$ cat src/sv/elpf_pkg.sv
`default_nettype none
// ----------------------------------------------------------------------------
// elpf_pkg
// Shared types and constants of the event stream loop period finder.
// ----------------------------------------------------------------------------
package elpf_pkg;

   localparam int MAX_EVENTS_DEF = 4096;

   localparam int REG_NUM_W  = 9;
   localparam int VALUE_W    = 8;
   localparam int DELAY_W    = 32;
   localparam int EVENT_W    = REG_NUM_W + VALUE_W + DELAY_W;
   localparam int EV_FIELD_W = 13;
   localparam int REPEAT_W   = 4;
   localparam int CSR_ADDR_W = 2;
   localparam int CSR_DATA_W = 32;

   localparam logic [CSR_ADDR_W-1:0] CSR_MIN_PERIOD_EVENTS = 2'd0;
   localparam logic [CSR_ADDR_W-1:0] CSR_MIN_PERIOD_MS     = 2'd1;
   localparam logic [CSR_ADDR_W-1:0] CSR_MIN_REPEAT        = 2'd2;

   localparam logic [EV_FIELD_W-1:0] MIN_PERIOD_EVENTS_RST = 13'd50;
   localparam logic [DELAY_W-1:0]    MIN_PERIOD_MS_RST     = 32'd2000;
   localparam logic [REPEAT_W-1:0]   MIN_REPEAT_RST        = 4'd2;

   typedef enum logic [2:0] {
      ST_IDLE,
      ST_TRY,
      ST_SCAN,
      ST_CHECK,
      ST_SUM,
      ST_KPREP,
      ST_KEEP,
      ST_DONE
   } state_type;

   typedef struct packed {
      logic store;
      logic p_init;
      logic p_inc;
      logic scan_init;
      logic scan_step;
      logic run_init;
      logic keep_init;
      logic run_step;
      logic take_hit;
      logic take_miss;
      logic finish;
   } dp_cmd_type;

   typedef struct packed {
      logic p_fits;
      logic scan_done;
      logic tail_ok;
      logic run_done;
      logic ms_ok;
   } dp_sts_type;

endpackage
`default_nettype wire

$ cat src/sv/elpf_ctrl.sv
`default_nettype none
// ----------------------------------------------------------------------------
// elpf_ctrl
// Controller: sequences loading, period trials, backward scans, period sums
// and the kept-time sum.
// ----------------------------------------------------------------------------
module elpf_ctrl (
   input  wire                   clock,
   input  wire                   reset,
   input  wire                   start,
   input  wire                   req_last,
   input  elpf_pkg::dp_sts_type  sts,
   output elpf_pkg::dp_cmd_type  cmd,
   output logic                  busy,
   output logic                  rsp_valid
);

   elpf_pkg::state_type state_ff, state_in;

   always_ff @(posedge clock) begin
      if (reset) begin
         state_ff <= elpf_pkg::ST_IDLE;
      end else begin
         state_ff <= state_in;
      end
   end

   always_comb begin
      state_in = state_ff;
      unique case (state_ff)
         elpf_pkg::ST_IDLE: begin
            if (start && req_last) state_in = elpf_pkg::ST_TRY;
         end
         elpf_pkg::ST_TRY: begin
            state_in = sts.p_fits ? elpf_pkg::ST_SCAN : elpf_pkg::ST_KPREP;
         end
         elpf_pkg::ST_SCAN: begin
            if (sts.scan_done) state_in = elpf_pkg::ST_CHECK;
         end
         elpf_pkg::ST_CHECK: begin
            state_in = sts.tail_ok ? elpf_pkg::ST_SUM : elpf_pkg::ST_TRY;
         end
         elpf_pkg::ST_SUM: begin
            if (sts.run_done) begin
               state_in = sts.ms_ok ? elpf_pkg::ST_KPREP : elpf_pkg::ST_TRY;
            end
         end
         elpf_pkg::ST_KPREP: state_in = elpf_pkg::ST_KEEP;
         elpf_pkg::ST_KEEP: begin
            if (sts.run_done) state_in = elpf_pkg::ST_DONE;
         end
         elpf_pkg::ST_DONE: state_in = elpf_pkg::ST_IDLE;
         default: state_in = elpf_pkg::ST_IDLE;
      endcase
   end

   always_comb begin
      cmd       = '0;
      busy      = 1'b1;
      rsp_valid = 1'b0;
      unique case (state_ff)
         elpf_pkg::ST_IDLE: begin
            busy = 1'b0;
            if (start) begin
               cmd.store  = 1'b1;
               cmd.p_init = req_last;
            end
         end
         elpf_pkg::ST_TRY: begin
            if (sts.p_fits) cmd.scan_init = 1'b1;
            else            cmd.take_miss = 1'b1;
         end
         elpf_pkg::ST_SCAN: cmd.scan_step = 1'b1;
         elpf_pkg::ST_CHECK: begin
            if (sts.tail_ok) cmd.run_init = 1'b1;
            else             cmd.p_inc    = 1'b1;
         end
         elpf_pkg::ST_SUM: begin
            cmd.run_step = 1'b1;
            if (sts.run_done) begin
               if (sts.ms_ok) cmd.take_hit = 1'b1;
               else           cmd.p_inc    = 1'b1;
            end
         end
         elpf_pkg::ST_KPREP: cmd.keep_init = 1'b1;
         elpf_pkg::ST_KEEP:  cmd.run_step  = 1'b1;
         elpf_pkg::ST_DONE: begin
            rsp_valid  = 1'b1;
            cmd.finish = 1'b1;
         end
         default: ;
      endcase
   end

endmodule
`default_nettype wire

$ cat config.mk
export PLATFORM = sky130hd
export DESIGN_NAME = elpf_ctrl
export DESIGN_NICKNAME = d
export VERILOG_FILES = /design/src/sv/elpf_pkg.sv /design/src/sv/elpf_ctrl.sv
export SDC_FILE = /design/constraint.sdc
export NUM_CORES = 1
export LEC_CHECK = 0
export BUFFER_PORTS_ARGS = -buffer_cell sky130_fd_sc_hd__buf_2
export CAP_MARGIN = 20
export CORE_AREA = 4 4 41 43
export DETAILED_ROUTE_END_ITERATION = 10
export DIE_AREA = 0 0 45 47
export GPL_ROUTABILITY_DRIVEN = 0
export PLACE_DENSITY = 0.6
export SLEW_MARGIN = 20
export SYNTH_ARGS = -nofsm -noshare
export SYNTH_HDL_FRONTEND = slang
export SYNTH_SLANG_ARGS = --single-unit
$ cat constraint.sdc
create_clock -name clock -period 3.1 [get_ports clock]
set_clock_uncertainty 0.1 [all_clocks]
set_input_delay 0.62 -clock clock [delete_from_list [all_inputs] [get_ports clock]]
set_output_delay 0.62 -clock clock [all_outputs]
set_load 0.01 [all_outputs]
Word level (Yosys, flattened, before mapping)
Index checks and enable logic that the tools add are counted.
- bits in registers: 3
- latch bits: 0
- RAM bits: 0
- ROM bits: 0
- input bits: 9
- output and inout port bits: 13
- logic and storage cells: 44
- memories kept: 0
- $add $sub $neg: 0
- $mul: 0
- divide/modulo/power cells: 0
- $lt $le $gt $ge: 0
- eq/ne operators: 11
- shifts and indexed selects: 0
- mux-type cells: 28
- bitwise operators: 0
- reductions and logical operators: 4
- operator list (operator ; count):
    $pmux 3 s8 ; 1
    $mux 3 ; 7
    $mux 1 ; 17
    $eq 3x3->1 const B ; 4
    $ne 2x2->1 const B ; 4
    $eq 3x2->1 const B ; 2
    $mux 2 ; 2
    $reduce_and 4->1 ; 1
    $eq 3x1->1 const B ; 1
    $logic_not 3->1 ; 1
    $pmux 1 s2 ; 1
    $reduce_or 2->1 ; 1
    $logic_and 1x1->1 ; 1

Longest topological paths before layout
Gate-level depths: netlist (run 1).
- depth after elaboration: 3
- mapped depth: 4
- mapped depth without buffers: 3

Worst setup path before layout (run 1)
No wires, ideal clock.
- kind: register to output
- from: reg state_ff[1]
- to: out cmd[9] (netlist bit)
- arrival: 1064 ps
- data required time: 2380 ps
- slack: 1316 ps
- stages on the path, launching flop included: 4
- buffers on the path: 1
- cells stage by stage: dfxtp_1 > buf_4 > or3_1 > nor2_1
- RTL lines (what ; line ; source):
    from (decl) ; elpf_ctrl.sv:18 ; elpf_pkg::state_type state_ff, state_in;
    from (signal assigned) ; elpf_ctrl.sv:22 ; state_ff <= elpf_pkg::ST_IDLE;
    from (signal assigned) ; elpf_ctrl.sv:24 ; state_ff <= state_in;
    to (decl) ; elpf_ctrl.sv:13 ; output elpf_pkg::dp_cmd_type cmd,

==> results by group, run 1 <==
Pwr
  • Total chip power: 206 µW
  • Combinational power share: 37.9%
  • Power density over cell area: 485 nW/µm²
  • Switching pwr: 75.9 µW
  • Sw frac: 36.8%
  • Worst VDD drop: 0.139 mV
  • P_leak: 0.000233 µW
  • Clock power share: 32.9%
  • Flop pwr share: 29.2%
  • Cell Int Power: 130 µW

Routing
  • Final WL: 790 µm
  • First-pass iteration count of the detailed router: 2
  • Routed Antenna Nets: 0
  • Avg WL per Cell: 10.0 µm
  • Via count: 354
  • Starting DRC count in detailed routing: 1
  • Vias per std cell: 4.48
  • DRC viols: 0

Final layout
  • Antenna diodes: 0
  • Largest regs: state_ff (3)
  • Share of cells above drive strength 1: 40.6%
  • Layout area overhead: 44.1%
  • Highest-count cells in the layout ignoring fill and taps: buf_2 (21), nor2_1 (6), nand2_1 (5)
  • # nets final: 74
  • Largest Register: state_ff
  • Multi-input logic area: 204 µm²
  • Register Area: 60.1 µm²
  • Finished Layout Cells: 79
  • Max reg flops: 3
  • Filler Cells Inserted: 158
  • Commonest non-fill, non-tap cell in the layout: buf_2
  • Post-layout util: 32.7%

Timing
  • Setup ws final: 0.992 ns
  • Min Clock Period, post-route: 2.11 ns
  • Setup_tns: 0 ns
  • Rel. slew slack: 76.4%
  • Final Hold Fails: 0
  • Least-Margin Pin Slew: 0.354 ns
  • Final worst-path cycle share: 68.0%
  • Setup violators final: 0
  • Final Max Slew Viols: 0
  • Fmax: 474 MHz
  • RSZ-0062 raised after global routing: no

CTS
  • Post-CTS Hold Buffers: 0
  • Post-CTS Repair Setup Buffers: 0
  • Root Driver: clkbuf_4
  • Num CTS Buffers: 3
  • Clk sinks: 3
  • CTS max path bufs: 2
  • H-tree Lvls: 1
  • CTS tree: built
  • Clock Latency Late Sink: 0.23 ns
  • Clk slew on worst S/H paths: 0.04 ns
  • Post-CTS sizing: 0

Synth
  • Mapped Cells: 42
  • Synth Warn #: 0
  • Netlist cell types: 22
  • Post-Syn Area: 295 µm²
  • Post-Syn Nets: 51
  • Flops & latches, synth: 3
  • Avg Cell Area, Syn: 7.03 µm²
  • Sequential area share after synthesis: 20.3%

Critical path
  • Worst reg2reg startpoint: state_ff[2]$_SDFFE_PP0P_
  • Worst EP arrival: 1.39 ns
  • CP required: 2.38 ns
  • Crit path from: state_ff[2]$_SDFFE_PP0P_
  • Max FO, Critical Path: 12
  • Worst Setup End Kind: output pin
  • Slowest cell delay on critical path: 0.52 ns
  • Critical path's slowest cell: dfxtp_1
  • CP cell instances: nor2b_2 -> nand2_1 -> o32ai_1 -> buf_2
  • CP startpoint kind: flop
  • Critical path class: flop to output pin

Placed design
  • Port buffer count: 21
  • Worst slack, placed: 1.16 ns
  • Final HPWL DP: 629 µm
  • Dpl cells: 75

Floorplanning
  • Rows: 13
  • DIE AREA: 2120 µm²
  • Die X: 45 µm
  • Die H: 47 µm
  • Core area: 1300 µm²
  • Num ports: 22
  • Starting Density: 22.7%

Global route
  • Largest net degree at the start of global routing: 13
  • Gr usage total: 7.81%
  • Vias in the first global route: 301
  • Initial antenna violation count: 0
  • First-pass GRT wire length: 1230 µm
  • Total gr overflow: 0

Job
  • Max_cap viols: 0

Worst hold path
  • Tightest Hold Check Type: input port to flop
  • Hold path start: reset

Outcome
  • Status: finished, final reports clean
==> Yosys cell counts (all sizes together) <==
cell type / n / share of area [%]
a211oi: 1 / 2.5
and2: 1 / 2.1
and3: 2 / 4.2
nor4b: 1 / 3.0
nor3b: 3 / 7.6
o41ai: 1 / 5.5
buf: 3 / 6.8
o21a: 1 / 2.5
nor2b: 3 / 7.2
nand2b: 1 / 2.1
o21ai: 1 / 1.7
mux2i: 1 / 3.4
or3: 1 / 2.1
nand2: 5 / 6.4
dfxtp: 3 / 20
a211o: 1 / 3.0
o32ai: 1 / 3.0
nor2: 6 / 7.6
a21oi: 3 / 5.1
inv: 3 / 3.8
==> worst paths after layout <==
check,to,slack [ns],cells after the start
min,state_ff[1]$_SDFFE_PP0P_,0.49,2
min reg2reg,state_ff[1]$_SDFFE_PP0P_,0.51,2
max,cmd[8],0.99,4
max reg2reg,state_ff[2]$_SDFFE_PP0P_,1.61,3
==> metrics by stage <==
| stage | area (µm²) | hold WS [ns] |
|---|---|---|
| floorplan | 295 | 0.437 |
| global placement | 399 | 0.507 |
| detailed placement | 399 | 0.516 |
| CTS | 425 | 0.483 |
| global route | 425 | 0.504 |
| finish | 425 | 0.487 |
==> metal layers <==
metal,wire (µm),vias to the layer above,global-route usage (%)
met2,341,16,11.3
met3,81,0,0
met1,366,148,10.7
li1,-,190,-
met4,0,0,7.02
met5,0,-,0
==> worst max-delay path: cells and delay by family (launching register included) <==
kind            cells  cell delay (ns)
flops               1             0.52
buf+inv             1             0.17
simple gates        2             0.35
compound gates      1             0.11
==> power groups by stage <==
stage / clock, µW / combinational, µW / sequential, µW
2_1_floorplan: 0 / 59.8 / 50.9
3_3_place_gp: 0 / 78.2 / 60.6
3_5_place_dp: 0 / 78.8 / 60.9
4_1_cts: 72.2 / 78.9 / 60.1
5_1_grt: 74.0 / 88.2 / 62.2
6_report: 67.8 / 78.1 / 60.2
==> layout make-up <==
type	count	area share, %
well taps	15	4.41
inverters	3	2.65
repair buffers	21	24.7
clock buffers	4	6.18
multi-input cells	33	47.9
flip-flops and latches	3	14.1
==> kinds of logic after synthesis <==
kind of cell,Yosys count,synth area share (%)
AO/OA/AOI/OAI,9,23.3
buffers and inverters,6,10.6
flip-flops,3,20.3
multiplexers,1,3.39
AND/OR/NAND/NOR,23,42.4
(Power assumes the default switching activity.)
==> inputs of run 2 (changes only) <==
- clock period: 3.1 -> 2 ns (I/O delays scaled with it)
==> run 2 against run 1 <==
- non-clock buffer count is the same
- sequential share of layout area rose by 0.25 points
- global-route usage is 0.39 points higher
- core utilization grew 0.096 points
- hold slack worse by 0.22 ns
- critical path depth shrank 1
- clock power increased by 61%
- clock-buffer cell count stayed put
- wire length up 2.7%
- cell count unchanged
- first-iteration DRC count grew to 6.0 times the previous value
- critical path type unchanged
- highest routed layer unchanged
==> results by group, run 2 (synthesis gave the netlist of run 1 again) <==
Global route
  • Initial antenna violation count: 0 (unchanged)
  • Met1 Usage GRT: 10.2% (was 10.7%)
  • Vias in the first global route: 324 (was 301)
  • Met2 Use GR: 13.3% (was 11.3%)
  • Gr usage total: 8.21% (was 7.81%)
  • Total gr overflow: 0 (unchanged)
  • GR peak layer: met2 (unchanged)
  • Met3 GRT Util: 2.30% (was 0%)
  • First-pass GRT wire length: 1280 µm (was 1230 µm)
  • Largest net degree at the start of global routing: 13 (unchanged)

Critical path
  • Slowest cell delay on critical path: 0.46 ns (was 0.52 ns)
  • Worst Setup End Kind: output pin (unchanged)
  • Max FO, Critical Path: 8 (was 12)
  • FF-to-FF setup slack: 0.55 ns (was 1.61 ns)
  • CP required: 1.50 ns (was 2.38 ns)
  • FF-to-FF End: state_ff[2]$_SDFFE_PP0P_ (unchanged)
  • CP top delay family: flip-flops (unchanged)
  • Buffers & Inverters on Critical Path: 1 (unchanged)
  • CP startpoint kind: flop (unchanged)
  • Critical path class: flop to output pin (unchanged)
  • CP cell instances: nor2b_1 -> nor3b_1 -> buf_2 (was nor2b_2 -> nand2_1 -> o32ai_1 -> buf_2)
  • Worst EP arrival: 1.31 ns (was 1.39 ns)
  • FF-to-FF path depth: 3 (unchanged)
  • Worst reg2reg startpoint: state_ff[0]$_SDFFE_PP0P_ (was state_ff[2]$_SDFFE_PP0P_)
  • Critical path's slowest cell: dfxtp_1 (unchanged)

Worst hold path
  • Hold Path Cell Cnt: 2 (unchanged)
  • Tightest Hold Check Type: input port to flop (unchanged)
  • WHS Endpoint: state_ff[1]$_SDFFE_PP0P_ (unchanged)
  • Hold path start: reset (unchanged)

CTS
  • Num CTS Buffers: 3 (unchanged)
  • H-tree Lvls: 1 (unchanged)
  • Root Driver: clkbuf_4 (unchanged)
  • Clock Latency Late Sink: 0.23 ns (about the same)
  • Clk sinks: 3 (unchanged)
  • Post-CTS Hold Buffers: 0 (unchanged)
  • CTS max path bufs: 2 (unchanged)
  • CTS tree: built (unchanged)
  • Clk slew on worst S/H paths: 0.04 ns (about the same)

Placed design
  • Dpl cells: 75 (unchanged)
  • Port buffer count: 21 (unchanged)
  • Final HPWL DP: 627 µm (was 629 µm)

Final layout
  • Filler Cells Inserted: 152 (was 158)
  • Layout area overhead: 44.5% (was 44.1%)
  • Max reg flops: 3 (unchanged)
  • Multi-input logic area: 204 µm² (unchanged)
  • Largest Register: state_ff (unchanged)
  • Finished Layout Cells: 79 (unchanged)
  • Largest regs: state_ff (3) (unchanged)
  • # nets final: 74 (unchanged)
  • Commonest non-fill, non-tap cell in the layout: buf_2 (unchanged)
  • Highest-count cells in the layout ignoring fill and taps: buf_2 (21), nor2_1 (6), nand2_1 (5) (unchanged)
  • Antenna diodes: 0 (unchanged)
  • Share of cells above drive strength 1: 42.2% (was 40.6%)
  • Register Area: 61.3 µm² (was 60.1 µm²)

Timing
  • Min Clock Period, post-route: 1.81 ns
  • Rel. slew slack: 80.1% (was 76.4%)
  • Final Hold Fails: 0 (unchanged)
  • Final Max Slew Viols: 0 (unchanged)
  • Final worst-path cycle share: 90.6%
  • Least-Margin Pin Slew: 0.298 ns (was 0.354 ns)
  • Setup violators final: 0 (unchanged)
  • Setup_tns: 0 ns (unchanged)
  • Fmax: 552 MHz
  • RSZ-0062 raised after global routing: no (unchanged)

Routing
  • Avg WL per Cell: 10.3 µm (was 10.0 µm)
  • Final WL: 811 µm (was 790 µm)
  • Vias per std cell: 4.44 (was 4.48)
  • Via count: 351 (was 354)
  • First-pass iteration count of the detailed router: 2 (unchanged)
  • Starting DRC count in detailed routing: 6 (was 1)
  • DRC viols: 0 (unchanged)
  • Routed Antenna Nets: 0 (unchanged)

Floorplanning
  • Die H: 47 µm (unchanged)
  • Num ports: 22 (unchanged)
  • Starting Density: 22.7% (unchanged)
  • Rows: 13 (unchanged)
  • Die X: 45 µm (unchanged)
  • DIE AREA: 2120 µm² (unchanged)
  • Core area: 1300 µm² (unchanged)

Pwr
  • Worst VDD drop: 0.242 mV (was 0.139 mV)
  • P_leak: 0.000233 µW (about the same)
  • Cell Int Power: 203 µW (was 130 µW)
  • Combinational power share: 37.5% (was 37.9%)
  • Switching pwr: 122 µW (was 75.9 µW)
  • Power density over cell area: 761 nW/µm² (was 485 nW/µm²)
  • Flop pwr share: 28.8% (was 29.2%)
  • Sw frac: 37.5% (was 36.8%)
  • Clock power share: 33.7% (was 32.9%)

Outcome
  • Status: finished, final reports clean (unchanged)

Job
  • Max_cap viols: 0 (unchanged)
==> run 2: cell count changes in the layout (fill, tap and decap cells not counted) <==
cell | previous run | this run
dfxtp_1 | 3 | 2
dfxtp_2 | 0 | 1
==> run 2: area by class of cell <==
| type | count | share of cell area, % |
|---|---|---|
| flip-flops and latches | 3 | 14.4 |
| inverters | 3 | 2.64 |
| well taps | 15 | 4.40 |
| clock buffers | 4 | 6.16 |
| multi-input cells | 33 | 47.8 |
| repair buffers | 21 | 24.6 |
==> run 2: worst max-delay path by stage <==
stage,start,to,slack (ns),depth (start not counted)
final,state_ff[0]$_SDFFE_PP0P_,cmd[1],0.19,3
after global routing,state_ff[1]$_SDFFE_PP0P_,cmd[8],0.06,3
after CTS,state_ff[2]$_SDFFE_PP0P_,cmd[8],0.09,4
after detailed placement,state_ff[2]$_SDFFE_PP0P_,cmd[8],0.36,4
after global placement,state_ff[2]$_SDFFE_PP0P_,cmd[8],0.38,4
after floorplan,state_ff[1]$_SDFFE_PP0P_,cmd[9],0.44,3
==> run 2: metrics by stage <==
| stage | setup slack [ns] | hold WS, ns | util [%] | total power, µW | instance area, µm² |
|---|---|---|---|---|---|
| 3_3_place_gp | 0.375 | 0.506 | 30.7 | 216 | 399 |
| 6_report | 0.187 | 0.264 | 32.8 | 325 | 427 |
| 5_1_grt | 0.0554 | 0.259 | 32.8 | 353 | 427 |
| 3_5_place_dp | 0.357 | 0.504 | 30.7 | 217 | 399 |
| 4_1_cts | 0.0890 | 0.258 | 32.7 | 331 | 425 |
| 2_1_floorplan | 0.436 | 0.369 | - | 172 | 295 |
==> run 2: timing repair <==
item	in CTS	in global routing
setup endpoints to repair	0	1
buffers inserted	0	0
endpoints found under the hold margin	0	0
resized for setup	0	1
==> run 2: power by group through the flow <==
stage          Combinational [µW]  Clock, µW  Sequential (µW)
6_report                      122        109             93.7
5_1_grt                       135        121             97.7
4_1_cts                       123        113             94.1
3_5_place_dp                  122          0             94.7
3_3_place_gp                  121          0             94.1
2_1_floorplan                92.7          0             79.0
==> run 2: metal layers <==
layer / share of wire [%] / wire, µm
met5: 0 / 0
met1: 48 / 391
met3: 11 / 86
met2: 41 / 333
met4: 0 / 0
